## config.mk

```make
export PLATFORM = sky130hd
export DESIGN_NAME = source_line_classifier
export DESIGN_NICKNAME = d
export VERILOG_FILES = /design/src/design/slc_pkg.sv /design/src/design/slc_front.sv /design/src/design/slc_queue.sv /design/src/design/slc_back.sv /design/src/design/source_line_classifier.sv
export SDC_FILE = /design/constraint.sdc
export NUM_CORES = 1
export LEC_CHECK = 0
export BUFFER_PORTS_ARGS = -buffer_cell sky130_fd_sc_hd__buf_2
export CAP_MARGIN = 20
export CORE_MARGIN = 2
export CORE_UTILIZATION = 54
export CTS_CLUSTER_DIAMETER = 200
export CTS_CLUSTER_SIZE = 40
export DETAILED_ROUTE_END_ITERATION = 8
export PLACE_DENSITY = 0.72
export SYNTH_ARGS = -nofsm -noshare
export SYNTH_HDL_FRONTEND = slang
export SYNTH_HIERARCHICAL = 1
export SYNTH_SLANG_ARGS = --single-unit
```

## constraint.sdc

```tcl
create_clock -name clk -period 15.1 [get_ports clk]
set_input_delay 2.265 -clock clk [delete_from_list [all_inputs] [get_ports clk]]
set_output_delay 2.265 -clock clk [all_outputs]
set_load 0.1 [all_outputs]
```

## src/design/slc_pkg.sv

```systemverilog
package slc_pkg;

	localparam int COUNT_WIDTH_DEF = 32;
	localparam int CHAR_W          = 8;
	localparam int FIELD_W         = 32;
	localparam int RESULT_W        = 4 * FIELD_W;

	localparam int Q_DEPTH = 4;
	localparam int Q_AW    = $clog2(Q_DEPTH);
	localparam int Q_CW    = $clog2(Q_DEPTH + 1);

	localparam logic [CHAR_W-1:0] CH_NL    = 8'd10;
	localparam logic [CHAR_W-1:0] CH_SP    = 8'd32;
	localparam logic [CHAR_W-1:0] CH_SLASH = 8'd47;
	localparam logic [CHAR_W-1:0] CH_STAR  = 8'd42;

	typedef enum logic [2:0] {
		MODE_NORMAL,
		MODE_SLASH,
		MODE_LINE,
		MODE_BLOCK,
		MODE_BSTAR
	} lex_mode_t;

	typedef enum logic [1:0] {
		CLS_BLANK,
		CLS_COMMENT,
		CLS_CODE
	} line_cls_t;

	// one queued event: end of a line and/or end of text
	typedef struct packed {
		logic      last;
		logic      line_end;
		line_cls_t cls;
	} slc_event_t;

endpackage

```

## src/design/slc_front.sv

```systemverilog
module slc_front import slc_pkg::*; (
	input  logic              clk,
	input  logic              arst_n,
	input  logic              in_valid,
	output logic              in_ready,
	input  logic [CHAR_W-1:0] char_in,
	input  logic              end_of_text,
	input  logic              q_full,
	output logic              q_push,
	output slc_event_t        q_data
);

	lex_mode_t mode_q, mode_d;
	logic      code_q, code_d;
	logic      cmt_q, cmt_d;
	logic      accept;
	logic      is_nl;
	logic      solid;

	assign in_ready = !q_full;
	assign accept   = in_valid && in_ready;
	assign is_nl    = (char_in == CH_NL);
	assign solid    = (char_in != CH_SP);

	always_ff @(posedge clk or negedge arst_n) begin
		if (!arst_n) begin
			mode_q <= MODE_NORMAL;
			code_q <= 1'b0;
			cmt_q  <= 1'b0;
		end else if (accept) begin
			mode_q <= mode_d;
			code_q <= code_d;
			cmt_q  <= cmt_d;
		end
	end

	always_comb begin
		mode_d = mode_q;
		code_d = code_q;
		cmt_d  = cmt_q;
		q_data.last     = end_of_text;
		q_data.line_end = is_nl;
		if (code_q || mode_q == MODE_SLASH)
			q_data.cls = CLS_CODE;
		else if (cmt_q)
			q_data.cls = CLS_COMMENT;
		else
			q_data.cls = CLS_BLANK;

		if (is_nl) begin
			case (mode_q)
				MODE_BSTAR, MODE_BLOCK: mode_d = MODE_BLOCK;
				default:                mode_d = MODE_NORMAL;
			endcase
			code_d = 1'b0;
			cmt_d  = 1'b0;
		end else begin
			case (mode_q)
				MODE_SLASH: begin
					if (char_in == CH_SLASH) begin
						mode_d = MODE_LINE;
						cmt_d  = 1'b1;
					end else if (char_in == CH_STAR) begin
						mode_d = MODE_BLOCK;
						cmt_d  = 1'b1;
					end else begin
						mode_d = MODE_NORMAL;
						code_d = 1'b1;
					end
				end
				MODE_LINE: begin
					if (solid)
						cmt_d = 1'b1;
				end
				MODE_BLOCK: begin
					if (solid)
						cmt_d = 1'b1;
					if (char_in == CH_STAR)
						mode_d = MODE_BSTAR;
				end
				MODE_BSTAR: begin
					if (solid)
						cmt_d = 1'b1;
					if (char_in == CH_SLASH)
						mode_d = MODE_NORMAL;
					else if (char_in != CH_STAR)
						mode_d = MODE_BLOCK;
				end
				default: begin
					mode_d = MODE_NORMAL;
					if (char_in == CH_SLASH)
						mode_d = MODE_SLASH;
					else if (solid)
						code_d = 1'b1;
				end
			endcase
		end

		// new text starts clean
		if (end_of_text) begin
			mode_d = MODE_NORMAL;
			code_d = 1'b0;
			cmt_d  = 1'b0;
		end
	end

	assign q_push = accept && (is_nl || end_of_text);

endmodule

```

## src/design/slc_queue.sv

```systemverilog
module slc_queue import slc_pkg::*; (
	input  logic       clk,
	input  logic       arst_n,
	input  logic       push,
	input  slc_event_t push_data,
	output logic       full,
	input  logic       pop,
	output logic       head_valid,
	output slc_event_t head
);

	slc_event_t            mem_q [Q_DEPTH];
	logic [Q_AW-1:0]       wr_ptr_q;
	logic [Q_AW-1:0]       rd_ptr_q;
	logic [Q_CW-1:0]       count_q;
	logic                  do_push;
	logic                  do_pop;

	assign full       = (count_q == Q_CW'(Q_DEPTH));
	assign head_valid = (count_q != '0);
	assign head       = mem_q[rd_ptr_q];
	assign do_push    = push && !full;
	assign do_pop     = pop && head_valid;

	always_ff @(posedge clk) begin
		if (do_push)
			mem_q[wr_ptr_q] <= push_data;
	end

	always_ff @(posedge clk or negedge arst_n) begin
		if (!arst_n) begin
			wr_ptr_q <= '0;
			rd_ptr_q <= '0;
			count_q  <= '0;
		end else begin
			if (do_push)
				wr_ptr_q <= (wr_ptr_q == Q_AW'(Q_DEPTH - 1)) ? '0 : wr_ptr_q + 1'b1;
			if (do_pop)
				rd_ptr_q <= (rd_ptr_q == Q_AW'(Q_DEPTH - 1)) ? '0 : rd_ptr_q + 1'b1;
			if (do_push && !do_pop)
				count_q <= count_q + 1'b1;
			else if (do_pop && !do_push)
				count_q <= count_q - 1'b1;
		end
	end

endmodule

```

## src/design/slc_back.sv

```systemverilog
module slc_back import slc_pkg::*; #(
	parameter int COUNT_WIDTH = COUNT_WIDTH_DEF
) (
	input  logic                clk,
	input  logic                arst_n,
	input  logic                ev_valid,
	input  slc_event_t          ev,
	output logic                ev_pop,
	output logic                out_valid,
	input  logic                out_ready,
	output logic [RESULT_W-1:0] out_data
);

	localparam int XW = (COUNT_WIDTH > FIELD_W) ? COUNT_WIDTH : FIELD_W + 1;

	function automatic logic [FIELD_W-1:0] clip(input logic [COUNT_WIDTH-1:0] v);
		logic [XW-1:0] ext;
		ext = XW'(v);
		if (|ext[XW-1:FIELD_W])
			return '1;
		return ext[FIELD_W-1:0];
	endfunction

	logic [COUNT_WIDTH-1:0] total_q, blank_q, cmt_q;
	logic [COUNT_WIDTH-1:0] total_n, blank_n, cmt_n;

	logic               valid_s1, valid_s2, valid_q;
	logic [FIELD_W-1:0] total_s1, blank_s1, cmt_s1;
	logic [FIELD_W-1:0] total_s2, blank_s2, cmt_s2;
	logic [FIELD_W:0]   used_s2;
	logic [FIELD_W-1:0] total_q2, blank_q2, cmt_q2, code_q2;
	logic [FIELD_W+1:0] diff;
	logic               ready_q, ready_s2, ready_s1;

	assign ready_q  = !valid_q || out_ready;
	assign ready_s2 = !valid_s2 || ready_q;
	assign ready_s1 = !valid_s1 || ready_s2;
	assign ev_pop   = ev_valid && (!ev.last || ready_s1);

	always_comb begin
		total_n = total_q;
		blank_n = blank_q;
		cmt_n   = cmt_q;
		if (ev.line_end) begin
			if (total_q != '1)
				total_n = total_q + 1'b1;
			if (ev.cls == CLS_BLANK && blank_q != '1)
				blank_n = blank_q + 1'b1;
			if (ev.cls == CLS_COMMENT && cmt_q != '1)
				cmt_n = cmt_q + 1'b1;
		end
	end

	always_ff @(posedge clk or negedge arst_n) begin
		if (!arst_n) begin
			total_q <= '0;
			blank_q <= '0;
			cmt_q   <= '0;
		end else if (ev_pop) begin
			if (ev.last) begin
				total_q <= '0;
				blank_q <= '0;
				cmt_q   <= '0;
			end else begin
				total_q <= total_n;
				blank_q <= blank_n;
				cmt_q   <= cmt_n;
			end
		end
	end

	always_ff @(posedge clk or negedge arst_n) begin
		if (!arst_n) begin
			valid_s1 <= 1'b0;
			valid_s2 <= 1'b0;
			valid_q  <= 1'b0;
		end else begin
			if (ready_s1)
				valid_s1 <= ev_pop && ev.last;
			if (ready_s2)
				valid_s2 <= valid_s1;
			if (ready_q)
				valid_q <= valid_s2;
		end
	end

	assign diff = {1'b0, total_s2, 1'b0} - {used_s2, 1'b0};

	always_ff @(posedge clk) begin
		if (ready_s1 && ev_pop && ev.last) begin
			total_s1 <= clip(total_n);
			blank_s1 <= clip(blank_n);
			cmt_s1   <= clip(cmt_n);
		end
		if (ready_s2 && valid_s1) begin
			total_s2 <= total_s1;
			blank_s2 <= blank_s1;
			cmt_s2   <= cmt_s1;
			used_s2  <= {1'b0, blank_s1} + {1'b0, cmt_s1};
		end
		if (ready_q && valid_s2) begin
			total_q2 <= total_s2;
			blank_q2 <= blank_s2;
			cmt_q2   <= cmt_s2;
			code_q2  <= diff[FIELD_W+1] ? '0 : diff[FIELD_W:1];
		end
	end

	assign out_valid = valid_q;
	assign out_data  = {code_q2, cmt_q2, blank_q2, total_q2};

endmodule

```

## src/design/source_line_classifier.sv

```systemverilog
// Line classifier for C source text. Takes one byte per word on s_axis and sustains
// one byte per clock while the event queue is not full; the lexer step in the front
// end sets that rate, and the four-entry event queue lets it keep taking bytes while
// the result is stalled, until it fills. Each newline closes a line, counted as
// blank (spaces only), comment or code. The word with tlast set ends the text: its
// counts go to m_axis through the registered steps queue pop and clip, class sum
// and subtract, later while older line events wait, and all counts restart from zero.
// Counters are COUNT_WIDTH bits and saturate; outputs clip at 32 bits.
module source_line_classifier import slc_pkg::*; #(
	parameter int COUNT_WIDTH = COUNT_WIDTH_DEF
) (
	input  logic                clk,
	input  logic                arst_n,
	input  logic                s_axis_tvalid,
	output logic                s_axis_tready,
	input  logic [CHAR_W-1:0]   s_axis_tdata,  // [7:0] char_in
	input  logic                s_axis_tlast,  // end_of_text
	output logic                m_axis_tvalid,
	input  logic                m_axis_tready,
	// [31:0] total_lines, [63:32] blank_lines, [95:64] comment_lines, [127:96] code_lines
	output logic [RESULT_W-1:0] m_axis_tdata
);

	logic       q_push, q_full, q_pop, q_valid;
	slc_event_t q_in, q_head;

	slc_front u_front (
		.clk         (clk),
		.arst_n      (arst_n),
		.in_valid    (s_axis_tvalid),
		.in_ready    (s_axis_tready),
		.char_in     (s_axis_tdata),
		.end_of_text (s_axis_tlast),
		.q_full      (q_full),
		.q_push      (q_push),
		.q_data      (q_in)
	);

	slc_queue u_queue (
		.clk        (clk),
		.arst_n     (arst_n),
		.push       (q_push),
		.push_data  (q_in),
		.full       (q_full),
		.pop        (q_pop),
		.head_valid (q_valid),
		.head       (q_head)
	);

	slc_back #(
		.COUNT_WIDTH (COUNT_WIDTH)
	) u_back (
		.clk       (clk),
		.arst_n    (arst_n),
		.ev_valid  (q_valid),
		.ev        (q_head),
		.ev_pop    (q_pop),
		.out_valid (m_axis_tvalid),
		.out_ready (m_axis_tready),
		.out_data  (m_axis_tdata)
	);

endmodule

```

## Word level (Yosys, flattened, before mapping)

Memories as Yosys holds them, arrays and structs flattened.
Cells that the tools add are included.

| operators by class | value |
|---|---|
| reductions and logical operators | 37 |
| $add $sub $neg | 9 |
| equality and inequality tests | 24 |
| muxes and demuxes | 39 |

Operators with widths:

| operator | count |
|---|---|
| 32-bit 2-to-1 mux | 9 |
| 32-bit by 1-bit adder with 32-bit output (second input constant) | 3 |
| 32-bit inequality test (second input constant) | 3 |
| 33-bit by 34-bit subtractor with 34-bit output | 1 |
| 32-bit by 32-bit adder with 33-bit output | 1 |
| 3-bit 2-to-1 mux | 8 |
| 8-bit by 6-bit == test with 1-bit output (second input constant) | 2 |
| 8-bit by 6-bit inequality test with 1-bit output (second input constant) | 2 |
| 1-bit logical AND | 14 |
| 1-bit 2-to-1 mux | 14 |
| 3-bit case mux with 4 select lines | 1 |
| 2-bit 2-to-1 mux | 5 |
| 8-bit by 4-bit == test with 1-bit output (second input constant) | 1 |
| 4-bit AND reduction | 2 |
| 4-bit nonzero test | 2 |
| 1-bit zero test | 7 |
| 3-bit by 2-bit == test with 1-bit output (second input constant) | 2 |
| 3-bit == test (second input constant) | 2 |
| 1-bit logical OR | 6 |
| 3-bit by 2-bit inequality test with 1-bit output (second input constant) | 2 |
| 5-bit by 2-bit inequality test with 1-bit output (second input constant) | 1 |
| 5-bit by 4-bit inequality test with 1-bit output (second input constant) | 1 |
| 5-bit AND reduction | 1 |
| 2-bit by 1-bit adder with 2-bit output (second input constant) | 2 |
| 15 further kinds | 17 |

| word-level totals | value |
|---|---|
| logic and storage cells | 133 |
| bits in registers | 464 |
| memory bits (writable) | 16 |
| memories kept | 1 |
| output and inout port bits | 130 |

Memory list:

| name | depth | width | rd ports | clocked after Yosys merged registers in | wr ports | RTL line | source |
|---|---|---|---|---|---|---|---|
| u_queue.mem_q | 4 | 4 | 1 | 0 | 1 | slc_queue.sv:12 | `slc_event_t mem_q [Q_DEPTH];` |

## Longest topological paths before layout

Gate-level depths: netlist of the first run.

| depth | value |
|---|---|
| depth in word-level cells | 10 |
| depth in mapped cells | 14 |
| mapped depth without buffers | 12 |

## By module

The synthesis of the first run kept the hierarchy.

By module, submodules not included:

| module | instances | cells each | seq. area each (um^2) | area each (um^2) |
|---|---|---|---|---|
| slc_back | 1 | 1,698 | 13,077.5 | 20,739.9 |
| slc_queue | 1 | 58 | 655.6 | 1,057.3 |
| slc_front | 1 | 61 | 125.1 | 488.0 |

## Worst setup path before layout of the first run

OpenSTA, ideal clock, no wires.

| timing path | value |
|---|---|
| kind | input -> register |
| from | input m_axis_tready |
| to | register u_back.blank_q2[0], enable pin |
| stages | 2 |
| arrival | 7.998 ns |
| setup slack | 6.470 ns |
| path through | nor2b_1 > nor2b_1 |

| on the way | value |
|---|---|
| longest elaborated chain between the ends | 2 |

Ends and longest elaborated chain:

| element | RTL line | source |
|---|---|---|
| start, declared | source_line_classifier.sv:19 | `input logic m_axis_tready,` |
| 1-bit logical OR | slc_back.sv:35 | `assign ready_q = !valid_q \|\| out_ready;` |
| 1-bit logical AND | slc_back.sv:101 | `if (ready_q && valid_s2) begin` |
| end signal, assigned | slc_back.sv:103 | `blank_q2 <= blank_s2;` |
| end, declared | slc_back.sv:31 | `logic [FIELD_W-1:0] total_q2, blank_q2, cmt_q2, code_q2;` |

Every way passes these cells.
A chain may end at the register's enable or synchronous reset.

## Final worst setup path of the first run

| timing path | value |
|---|---|
| from | input m_axis_tready |
| to | register u_queue.count_q[2] |

| on the way | value |
|---|---|
| longest elaborated chain between the ends | 9 |

Ends and longest elaborated chain:

| element | RTL line | source |
|---|---|---|
| 1-bit logical OR * | slc_back.sv:35 |  |
| 1-bit logical OR * | slc_back.sv:36 | `assign ready_s2 = !valid_s2 \|\| ready_q;` |
| 1-bit logical OR * | slc_back.sv:37 | `assign ready_s1 = !valid_s1 \|\| ready_s2;` |
| 1-bit logical OR * | slc_back.sv:38 | `assign ev_pop = ev_valid && (!ev.last \|\| ready_s1);` |
| 1-bit logical AND * | slc_back.sv:38 |  |
| via q_pop | source_line_classifier.sv:24 | `logic q_push, q_full, q_pop, q_valid;` |
| 1-bit logical AND * | slc_queue.sv:23 | `assign do_pop = pop && head_valid;` |
| 1-bit zero test | slc_queue.sv:40 | `if (do_push && !do_pop)` |
| 1-bit logical AND | slc_queue.sv:40 |  |
| 3-bit 2-to-1 mux / 2-bit nonzero test (equally long branches) | n/a |  |
| end signal, assigned | slc_queue.sv:41 | `count_q <= count_q + 1'b1;` |
| end signal, assigned | slc_queue.sv:43 | `count_q <= count_q - 1'b1;` |
| end, declared | slc_queue.sv:15 | `logic [Q_CW-1:0] count_q;` |

The timed path passes the listed nets; every way through them passes the cells marked *.

==> out/qor.yml, run 1 <==
clock_network:
  cts_resized: 0
  cts_hold_buf: 0
  tritoncts: "yes"
  postCtsSetupRepairBufs: 0
  cts_root_buf: "clkbuf_16"
  cts.sinks: 480
  h-tree-depth: 1
  clock_path_buffers: 3
  clk_pin_slew_ps: 140
  numCtsBuffers: 15
  clock_latency_ps: 530
synthesis:
  synthArstFlopShare: 0.231
  yosysSeqAreaShare: 0.622
  avgSynthCellArea_um2: 12.3
  synthMuxAreaShare: 0.0195
  synth-seq-cells: 480
  synthSimpleGateAreaFrac: 0.125
  synth_cell_type_count: 86
  synth_area_um2: 22300
  synth_enable_flop_cells: 369
  synth_fp_nets: 1906
  ys.flop_type: "edfxtp_1"
  synth-compound-area-share: 0.108
  yosysWarnings: 6
  synth_fa_ha_area_frac: 0.0437
  syn_inst: 1817
  synth_top_family_by_area: "simple AND/OR/NAND/NOR gates"
  synth_xor_area_frac: 0.0562
min_path:
  hold_depth: 0
  holdCritStartpoint: "u_back/cmt_s2[1]$_DFFE_PP_"
  hold_class: "register to register"
  hold_end: "u_back/cmt_q2[1]$_DFFE_PP_"
floorplanning:
  die_h_um: 207
  die_width_um: 207
  start_util: 0.547
  rows: 74
  io_pins: 143
  fp.coreArea_um2: 40700
  design.die.area_um2: 42900
setup_path:
  reg2reg_from: "u_queue/rd_ptr_q[0]$_DFFE_PN0P_"
  regToRegEndpoint: "u_queue/count_q[2]$_DFFE_PN0P_"
  crit_fanout: 89
  worstPathArrival_ps: 5480
  r2r_setup_slack_ps: 10890
  worstPathRequired_ps: 15560
  cp-end-kind: "register"
  worstSetupStartpointType: "input pin"
  r2r_cells: 14
  critical_path_class: "input pin to register"
place:
  numPortBuffers: 142
  dp_hpwl_mm: 30.8
  dpl.cell_count: 2425
  place_congestion: 0.915
timing:
  rsz0062_at_grt: "no"
  period_needed_ps: 5020
  whs_ps: 432
  slew_headroom: 0.349
  setup_viol: 0
  finalClockSkew_ps: 16.0
  max_slew.worst_pin.slew_ps: 976
  min_period_over_period: 0.332
  fmax_ghz: 0.199
  tns_ps: 0
  slew_viol_final: 0
  hold_violations: 0
grt:
  grt_max_degree: 90
  grt_util_all_layers: 0.200
  grt_first_pass_wirelength_mm: 69.9
  grt_pass1_vias: 13297
  antenna_found_initial: 0
  grt.overflow.total: 0
final_layout:
  fin_util: 0.586
  syn_to_final_growth_pct: 7.04
  nFillCells: 3329
  layoutNonFillerInstCount: 2450
  antenna_cells: 0
  final_nets: 1999
  drive_above_1_share: 0.112
route:
  firstDrtPassIters: 6
  vias_per_cell: 5.72
  route.detailed.drc: 0
  vias: 14024
  drt_iter0_markers: 1237
  drtAntennaViolNets: 0
  routedWlPerCell_um: 17.8
  routed_wirelength_mm: 43.5
run_status:
  status: "finished clean"
run:
  cap_viol_max_count: 0
## routing by layer
metal  vias up  global-route usage  part of all wire
met5         -                   0                 0
met4         0              0.0483             0.021
met3        51              0.0180             0.043
met2       363               0.344              0.49
met1      6770               0.277              0.44
li1       6840                   -                 -
## Yosys cell counts (14+ instances only)
library cell	count	area, um^2
edfxtp_1	369	11100
nand2_1	167	627
nor2_1	114	428
dfrtp_1	111	2780
o21ai_0	98	490
xnor2_1	85	744
a21oi_1	80	400
ha_1	73	913
inv_1	59	221
nand3_1	58	290
xor2_1	58	508
clkbuf_1	56	210
o21ai_1	46	230
a21o_1	37	278
nor3_1	36	180
nand4_1	30	188
o31ai_1	28	210
nor2b_1	27	169
and3_1	26	163
mux2i_1	24	240
a31oi_1	19	119
and4_1	15	131
nand2b_1	14	87.6
## how the worst max path moves through the flow
stage	start	end	slack [ps]
after floorplan	m_axis_tready	u_back/blank_q2[0]$_DFFE_PP_	6470
after global placement	m_axis_tready	u_queue/count_q[2]$_DFFE_PN0P_	9630
after detailed placement	m_axis_tready	u_queue/count_q[2]$_DFFE_PN0P_	9520
after CTS	m_axis_tready	u_queue/count_q[2]$_DFFE_PN0P_	10090
after global routing	m_axis_tready	u_queue/count_q[2]$_DFFE_PN0P_	9810
final	m_axis_tready	u_queue/count_q[2]$_DFFE_PN0P_	10080
## sequential cells by signal (all words and copies together) (netlist names), 2 cells and up
register          count
u_back/used_s2       33
u_back/total_q2      32
u_queue/count_q       3
u_back/total_s1      32
u_back/cmt_s2        32
u_back/total_q       32
u_back/cmt_q         32
u_back/blank_s1      32
u_back/total_s2      32
u_queue/mem_q        16
u_back/cmt_s1        32
u_queue/wr_ptr_q      2
u_front/mode_q        3
u_back/code_q2       32
u_back/cmt_q2        32
u_queue/rd_ptr_q      2
u_back/blank_q2      32
u_back/blank_q       32
u_back/blank_s2      32
## stage by stage
step / setup WS (ps) / area, um^2
finish: 10080 / 23900
CTS: 10090 / 23900
global route: 9810 / 23900
detailed placement: 9520 / 23400
floorplan: 6470 / 22300
global placement: 9630 / 23400
## critical path: stages
cell     delay (ps)
buf_2            90
nor2b_1         270
and3_1          290
nand2_1          80
nand2_2         100
buf_4           740
inv_1            90
buf_4           300
nand2_4         130
ha_1            200
inv_1            70
fa_1            380
xor2_1          180
nor2_1          120
xor2_1          160
## layout make-up
type                            count  area, um^2  share of cell area
Sequential cell                   480       13900               0.581
Multi-Input combinational cell   1200        7890               0.331
Timing Repair Buffer              154         803              0.0337
Tap cell                          532         666              0.0279
Clock buffer                       25         413              0.0173
Inverter                           59         221             0.00928
## cell usage in the layout (no fill, tap or decap), drive strengths merged, types with 37 or more instances in the layout
cell    instances
inv            59
nor2          115
nand2         169
nor3           38
ha             73
a21o           37
o21ai         144
xnor2          85
buf           154
a21oi          80
xor2           58
dfrtp         111
edfxtp        369
nand3          58
## logic make-up after synthesis
| kind of cell | count (synthesis) |
|---|---|
| AND/OR/NAND/NOR | 558 |
| flip-flops | 480 |
| AO/OA/AOI/OAI | 387 |
| XOR/XNOR | 143 |
| buffers and inverters | 137 |
| adder cells (fa/ha/maj) | 76 |
| multiplexers | 36 |
Power of run 1 is not shown: default switching activity piles up to over one toggle a cycle in this logic, so the estimate is an artifact.
==> run 2: changes to the inputs <==
--- a/config.mk
+++ b/config.mk
@@ -5,6 +5,7 @@
 export SDC_FILE = /design/constraint.sdc
 export NUM_CORES = 1
 export LEC_CHECK = 0
+export ABC_AREA = 1
 export BUFFER_PORTS_ARGS = -buffer_cell sky130_fd_sc_hd__buf_2
 export CAP_MARGIN = 20
 export CORE_MARGIN = 2
==> constraint.sdc (replaced) <==
create_clock -name clk -period 4.8 [get_ports clk]
set_input_delay 0.72 -clock clk [delete_from_list [all_inputs] [get_ports clk]]
set_output_delay 0.72 -clock clk [all_outputs]
set_load 0.1 [all_outputs]
==> run 2 against run 1 <==
Against the previous run:
- register-to-register slack lost 9200 ps
- first-iteration DRC count grew 19%
- area after synthesis grew 8.8%
- count of clock-buffer cells in the layout is the same
==> out/qor.yml, run 2 <==
final_layout:
  largest-register: "u_back/used_s2"
  layoutNonFillerInstCount: 3373  # +38%
  final_common_cell: "nand2_1"
  drive_above_1_share: 0.0841  # -0.0274
  antenna_cells: 0  # unchanged
  largest_reg_flops: 33  # unchanged
  syn_to_final_growth_pct: 7.46
  nFillCells: 3907  # +17%
  final_nets: 2861  # +43%
  final_cell_mix: "797 x nand2_1, 369 x edfxtp_1, 367 x inv_1"
timing:
  fmax_ghz: 0.319
  setup_viol: 0  # unchanged
  hold_violations: 0  # unchanged
  rsz0062_at_grt: "no"
  max_slew.worst_pin.slew_ps: 986  # +9.51 ps
  period_needed_ps: 3130
  slew_viol_final: 0  # unchanged
  tns_ps: 0  # unchanged
  slew_headroom: 0.343  # -0.00634
  worst_slack_ps: 1670  # -8420 ps
  min_period_over_period: 0.652
  finalClockSkew_ps: 45.5  # +29.4 ps
run_status:
  status: "finished clean"
synthesis:
  synth_fa_ha_area_frac: 0.0402  # -0.00353
  synth_enable_flop_cells: 369  # unchanged
  synthArstFlopShare: 0.231  # unchanged
  synthMuxAreaShare: 0  # -0.0195
  synth_top_family_by_area: "simple AND/OR/NAND/NOR gates"
  synth-compound-area-share: 0.0510  # -0.0574
  synth_top_area_cell: "edfxtp_1"
  avgSynthCellArea_um2: 9.19  # -25%
  synth_fp_nets: 2726  # +43%
  synthSimpleGateAreaFrac: 0.241  # +0.116
  syn_inst: 2637  # +45%
  synth_xor_area_frac: 0.0289  # -0.0273
  synth.area.top_cells: "edfxtp_1 46%, nand2_1 12%, dfrtp_1 11%, inv_1 5.7%, nor2_1 3.8%"
  yosysTopAreaCellShare: 0.457  # -0.0401
  yosysSeqAreaShare: 0.572  # -0.0502
  synth_most_common_cell: "nand2_1"
  synthTopCellsByCount: "797 x nand2_1, 369 x edfxtp_1, 369 x inv_1, 248 x nor2_1, 160 x nand3_1"
  ys.flop_type: "edfxtp_1"
  synth-seq-cells: 480  # unchanged
  yosysWarnings: 6  # unchanged
  synth_area_um2: 24200  # +8.8%
  synth_cell_type_count: 44  # -49%
setup_path:
  cp.buffers_inverters: 4  # -1
  path_depth: 9  # -6
  crit_slowest_cell: "dfrtp_1"
  worstPathRequired_ps: 4990  # -10,570 ps
  crit_fanout: 52  # -42%
  critical_path_class: "register to register"
  cp-end-kind: "register"
  worstPathArrival_ps: 3330  # -2150 ps
  worstSetupStartpointType: "register"
  r2r_cells: 9  # -5
  cp_common_cell: "nand2_1"
  max_stage_delay_ps: 750  # about the same
  worstPathCellList: "nand2_1 -> o211ai_1 -> nand2_1 -> inv_1 -> o21ai_4 -> inv_1 -> nand2_1 -> clkinv_2 -> buf_4"
  cp_top_family: "buffers and inverters"
clock_network:
  tritoncts: "yes"
  postCtsSetupRepairBufs: 0  # unchanged
  cts_root_buf: "clkbuf_16"
  cts_resized: 0  # unchanged
  clock_latency_ps: 580  # +50 ps
  numCtsBuffers: 15  # unchanged
  cts_hold_buf: 0  # unchanged
  clock_path_buffers: 3  # unchanged
  clk_pin_slew_ps: 150  # about the same
  h-tree-depth: 1  # unchanged
  cts.sinks: 480  # unchanged
place:
  place_congestion: 0.947  # +3.5%
  dpl.cell_count: 3346  # +38%
  dp_hpwl_mm: 46.8  # +52%
  numPortBuffers: 142  # unchanged
  preCtsSetupSlack_ps: 1640  # -7880 ps
floorplanning:
  start_util: 0.548  # +0.00118
  rows: 77  # +4.1%
  design.die.area_um2: 46600  # +8.6%
  die_h_um: 216  # +4.2%
  io_pins: 143  # unchanged
  fp.coreArea_um2: 44200  # +8.5%
  die_width_um: 216  # +4.2%
grt:
  grt.overflow.total: 0  # unchanged
  grt_max_degree: 73  # -19%
  antenna_found_initial: 2  # +2
  grt_util_all_layers: 0.261  # +0.0608
  grt_pass1_vias: 17006  # +28%
  grt_first_pass_wirelength_mm: 94.6  # +35%
route:
  drt_iter0_markers: 1466  # +19%
  vias_per_cell: 5.33  # -6.9%
  route.detailed.drc: 0  # unchanged
  firstDrtPassIters: 8  # +2
  drtAntennaViolNets: 0  # unchanged
  vias: 17984  # +28%
  routedWlPerCell_um: 17.9  # +0.75%
  routed_wirelength_mm: 60.4  # +39%
run:
  cap_viol_max_count: 0  # unchanged
min_path:
  hold_class: "input pin to asynchronous set/reset pin"
## run 2: cell types whose count changed after synthesis, sizes merged, moves of 32 or more
cell and change:
nand3 +112, clkbuf -39, xnor2 -71, inv +318, nor2 +148, nand2 +643
o21ai -40, a21o -32
## run 2: cell families (layout without fill, tap and decap cells)
group / count (synthesis) / after routing
buf+inv: 414 / 558
compound gates: 221 / 221
flops: 480 / 480
fa+ha+maj: 76 / 76
xor+xnor: 80 / 80
simple gates: 1366 / 1366
## run 2: metal layers
| layer | part of all wire | global-route usage | routed length, um |
|---|---|---|---|
| met1 | 0.46 | 0.383 | 27600 |
| met2 | 0.47 | 0.427 | 28400 |
| met4 | 0.018 | 0.0568 | 1100 |
| met3 | 0.055 | 0.0202 | 3310 |
| met5 | 0 | 0 | 0 |
## run 2: worst paths after layout
check	end	startpoint	slack [ps]
worst min-delay path	u_back/blank_q[24]$_DFFE_PN0P_	arst_n	110
max in group asynchronous	u_queue/rd_ptr_q[0]$_DFFE_PN0P_	arst_n	3610
worst min register to register	u_back/blank_q2[0]$_DFFE_PP_	u_back/blank_s2[0]$_DFFE_PP_	410
worst max-delay path	u_back/total_s1[14]$_DFFE_PP_	u_queue/rd_ptr_q[0]$_DFFE_PN0P_	1670
worst max register to register	u_back/total_s1[14]$_DFFE_PP_	u_queue/rd_ptr_q[0]$_DFFE_PN0P_	1670
min in group clk	u_back/out_valid$_DFFE_PN0P_	m_axis_tready	390
## run 2: final cells by class
type | count | area [um^2] | share of cell area
Clock buffer | 25 | 413 | 0.0158
Clock inverter | 1 | 8.76 | 0.000336
Inverter | 377 | 1420 | 0.0546
Multi-Input combinational cell | 1743 | 8780 | 0.337
Sequential cell | 480 | 13900 | 0.532
Tap cell | 592 | 741 | 0.0284
Timing Repair Buffer | 155 | 831 | 0.0319
## run 2: worst reg2reg max path, delay by kind of cell, from the launching register on
kind	cells	cell delay, ps
buffers and inverters	4	1430
and+or+nand+nor	3	420
AOI/OAI and AO/OA	2	180
DFF	1	750
## run 2: metrics by stage
| stage | hold WS [ps] | util | area, um^2 |
|---|---|---|---|
| 2_1_floorplan | 400 | - | 24200 |
| 3_3_place_gp | 401 | 0.579 | 25600 |
| 3_5_place_dp | 405 | 0.579 | 25600 |
| 4_1_cts | 124 | 0.589 | 26000 |
| 5_1_grt | 130 | 0.589 | 26100 |
| 6_report | 113 | 0.589 | 26100 |
Power of run 2 is left out for the same reason.
==> run 3: changes to the inputs <==
--- a/config.mk
+++ b/config.mk
@@ -13,7 +13,7 @@
 export CTS_CLUSTER_DIAMETER = 200
 export CTS_CLUSTER_SIZE = 40
 export DETAILED_ROUTE_END_ITERATION = 8
-export PLACE_DENSITY = 0.72
+export PLACE_DENSITY = 0.75
 export SYNTH_ARGS = -nofsm -noshare
 export SYNTH_HDL_FRONTEND = slang
 export SYNTH_HIERARCHICAL = 1
==> constraint.sdc (replaced) <==
create_clock -name clk -period 2.6 [get_ports clk]
set_input_delay 0.39 -clock clk [delete_from_list [all_inputs] [get_ports clk]]
set_output_delay 0.39 -clock clk [all_outputs]
set_load 0.1 [all_outputs]
==> run 3 against run 2 <==
Against the previous run:
- maximum frequency grew 28%
- utilization is 0.96 points higher
- wire length rose by 0.45%
- sequential cell count unchanged
- cell count up 0.89%
- critical path depth increased by 5
- largest cell class unchanged
==> out/qor.yml, run 3 (synthesized netlist as in run 2, its figures left out) <==
run_status:
  status: "finished clean"
setup_path:
  cp_top_family: "adder cells"
  max_stage_delay_ps: 490  # -260 ps
  critical_path_class: "register to register"
  regToRegEndpoint: "u_queue/count_q[2]$_DFFE_PN0P_"
  worstPathRequired_ps: 3050  # -1940 ps
  crit_slowest_cell: "dfrtp_1"
  cp-end-kind: "register"
  cp.buffers_inverters: 4  # unchanged
  r2r_cells: 14  # +5
  worstSetupStartpointType: "register"
  reg2reg_from: "u_queue/rd_ptr_q[1]$_DFFE_PN0P_"
  worstPathCellList: "inv_1 -> o211ai_2 -> nand2_2 -> inv_1 -> o21ai_4 -> inv_2 -> nand2_2 -> ha_1 -> inv_1 -> fa_1 -> nand2_1 -> nand3_1 -> nand2_1 -> nand2_1"
  worstPathArrival_ps: 2910  # -420 ps
  crit_fanout: 7  # -87%
  r2r_setup_slack_ps: 150  # -1520 ps
place:
  dp_hpwl_mm: 47.1  # +0.60%
  dpl_cell_area_um2: 25900  # +1.3%
  dpl.cell_count: 3371  # +0.75%
  numPortBuffers: 142  # unchanged
  place_congestion: 0.940  # -0.77%
route:
  route.detailed.drc: 0  # unchanged
  drtAntennaViolNets: 0  # unchanged
  vias_per_cell: 5.40  # +1.3%
  vias: 18381  # +2.2%
  routedWlPerCell_um: 17.8  # -0.43%
  routed_wirelength_mm: 60.7  # +0.45%
  drt_iter0_markers: 1581  # +7.8%
  firstDrtPassIters: 5  # -3
final_layout:
  final_cell_mix: "790 x nand2_1, 369 x edfxtp_1, 365 x inv_1"
  finalInstanceArea_um2: 26500  # +1.6%
  drive_above_1_share: 0.0993  # +0.0151
  largest_reg_flops: 33  # unchanged
  final_nets: 2890  # +1.0%
  largest-register: "u_back/used_s2"
  syn_to_final_growth_pct: 9.21
  final_common_cell: "nand2_1"
  layoutNonFillerInstCount: 3403  # +0.89%
timing:
  hold_violations: 0  # unchanged
  period_needed_ps: 2450  # -677 ps
  setup_viol: 0  # unchanged
  fmax_ghz: 0.407  # +28%
  finalClockSkew_ps: 39.1  # -6.37 ps
  slew_viol_final: 0  # unchanged
  rsz0062_at_grt: "no"
  max_slew.worst_pin.slew_ps: 715  # -271 ps
  slew_headroom: 0.522  # +0.179
  min_period_over_period: 0.944  # +0.292
grt:
  grt_util_all_layers: 0.259  # -0.00156
  grt_pass1_vias: 17479  # +2.8%
  antenna_found_initial: 3  # +1
  grt_first_pass_wirelength_mm: 94.8  # +0.18%
  grt.overflow.total: 0  # unchanged
  grt_max_degree: 50  # -32%
clock_network:
  tritoncts: "yes"
  cts_root_buf: "clkbuf_16"
  h-tree-depth: 1  # unchanged
  clock_latency_ps: 570  # about the same
  numCtsBuffers: 15  # unchanged
  clk_pin_slew_ps: 140  # about the same
  cts.sinks: 480  # unchanged
  clock_path_buffers: 3  # unchanged
floorplanning:
  fp.coreArea_um2: 44200  # unchanged
  io_pins: 143  # unchanged
  design.die.area_um2: 46600  # unchanged
  die_width_um: 216  # unchanged
  start_util: 0.548  # unchanged
  rows: 77  # unchanged
  die_h_um: 216  # unchanged
min_path:
  holdCritStartpoint: "m_axis_tready"
  hold_class: "input pin to register"
  hold_end: "u_back/out_valid$_DFFE_PN0P_"
  hold_depth: 2
run:
  cap_viol_max_count: 0  # unchanged
-- run 3: stage by stage --
stage,setup slack (ps),utilization,hold WS (ps),setup TNS (ps)
2_1_floorplan,-691,-,94.4,-215140
3_3_place_gp,113,0.587,402,0
3_5_place_dp,61.9,0.587,405,0
4_1_cts,51.2,0.597,41.2,0
5_1_grt,11.0,0.599,52.4,0
6_report,146,0.599,66.7,0
-- run 3: layout make-up --
class | instances | area [um^2]
fillers | 3779 | 17700
flip-flops and latches | 480 | 13900
multi-input cells | 1743 | 8830
inverters | 377 | 1430
repair buffers | 184 | 1190
well taps | 592 | 741
clock buffers | 25 | 413
clock inverters | 1 | 8.76
diodes | 1 | 2.50
-- run 3: worst max-delay path by stage --
| stage | startpoint | to | slack, ps | cells past startpoint |
|---|---|---|---|---|
| after floorplan | u_back/out_valid$_DFFE_PN0P_ | u_back/blank_s2[0]$_DFFE_PP_ | -690 | 5 |
| after global placement | u_queue/rd_ptr_q[0]$_DFFE_PN0P_ | u_back/blank_s1[31]$_DFFE_PP_ | 110 | 11 |
| after detailed placement | u_queue/rd_ptr_q[0]$_DFFE_PN0P_ | u_back/blank_s1[25]$_DFFE_PP_ | 60 | 11 |
| after CTS | u_queue/rd_ptr_q[0]$_DFFE_PN0P_ | u_back/blank_s1[25]$_DFFE_PP_ | 50 | 11 |
| after global routing | u_queue/rd_ptr_q[0]$_DFFE_PN0P_ | u_back/cmt_s1[19]$_DFFE_PP_ | 10 | 12 |
| final | u_queue/rd_ptr_q[1]$_DFFE_PN0P_ | u_queue/count_q[2]$_DFFE_PN0P_ | 150 | 14 |
-- run 3: worst reg2reg max path: stages (launching register included) --
cell and delay (ps):
dfrtp_1 490, inv_1 200, o211ai_2 120, nand2_2 140, inv_1 80, o21ai_4 140, inv_2 80, nand2_2 100
ha_1 190, inv_1 70, fa_1 390, nand2_1 120, nand3_1 90, nand2_1 80, nand2_1 50
-- run 3: what timing repair did --
| action | 4_1_cts | 5_1_grt |
|---|---|---|
| gates resized for setup | 0 | 9 |
| hold buffers | 1 | 0 |
| setup endpoints to repair | 0 | 63 |
| buffers inserted | 0 | 2 |
| endpoints found under the hold margin | 39 | 0 |
-- run 3: layer usage --
metal  vias to the layer above  share of wire  track usage
met4                         2          0.019       0.0614
met1                      8781           0.45        0.378
met5                         -        0.00021            0
met3                        68          0.064       0.0231
met2                       600           0.47        0.424
li1                       8930              -            -
Power of run 3 is left out for the same reason.
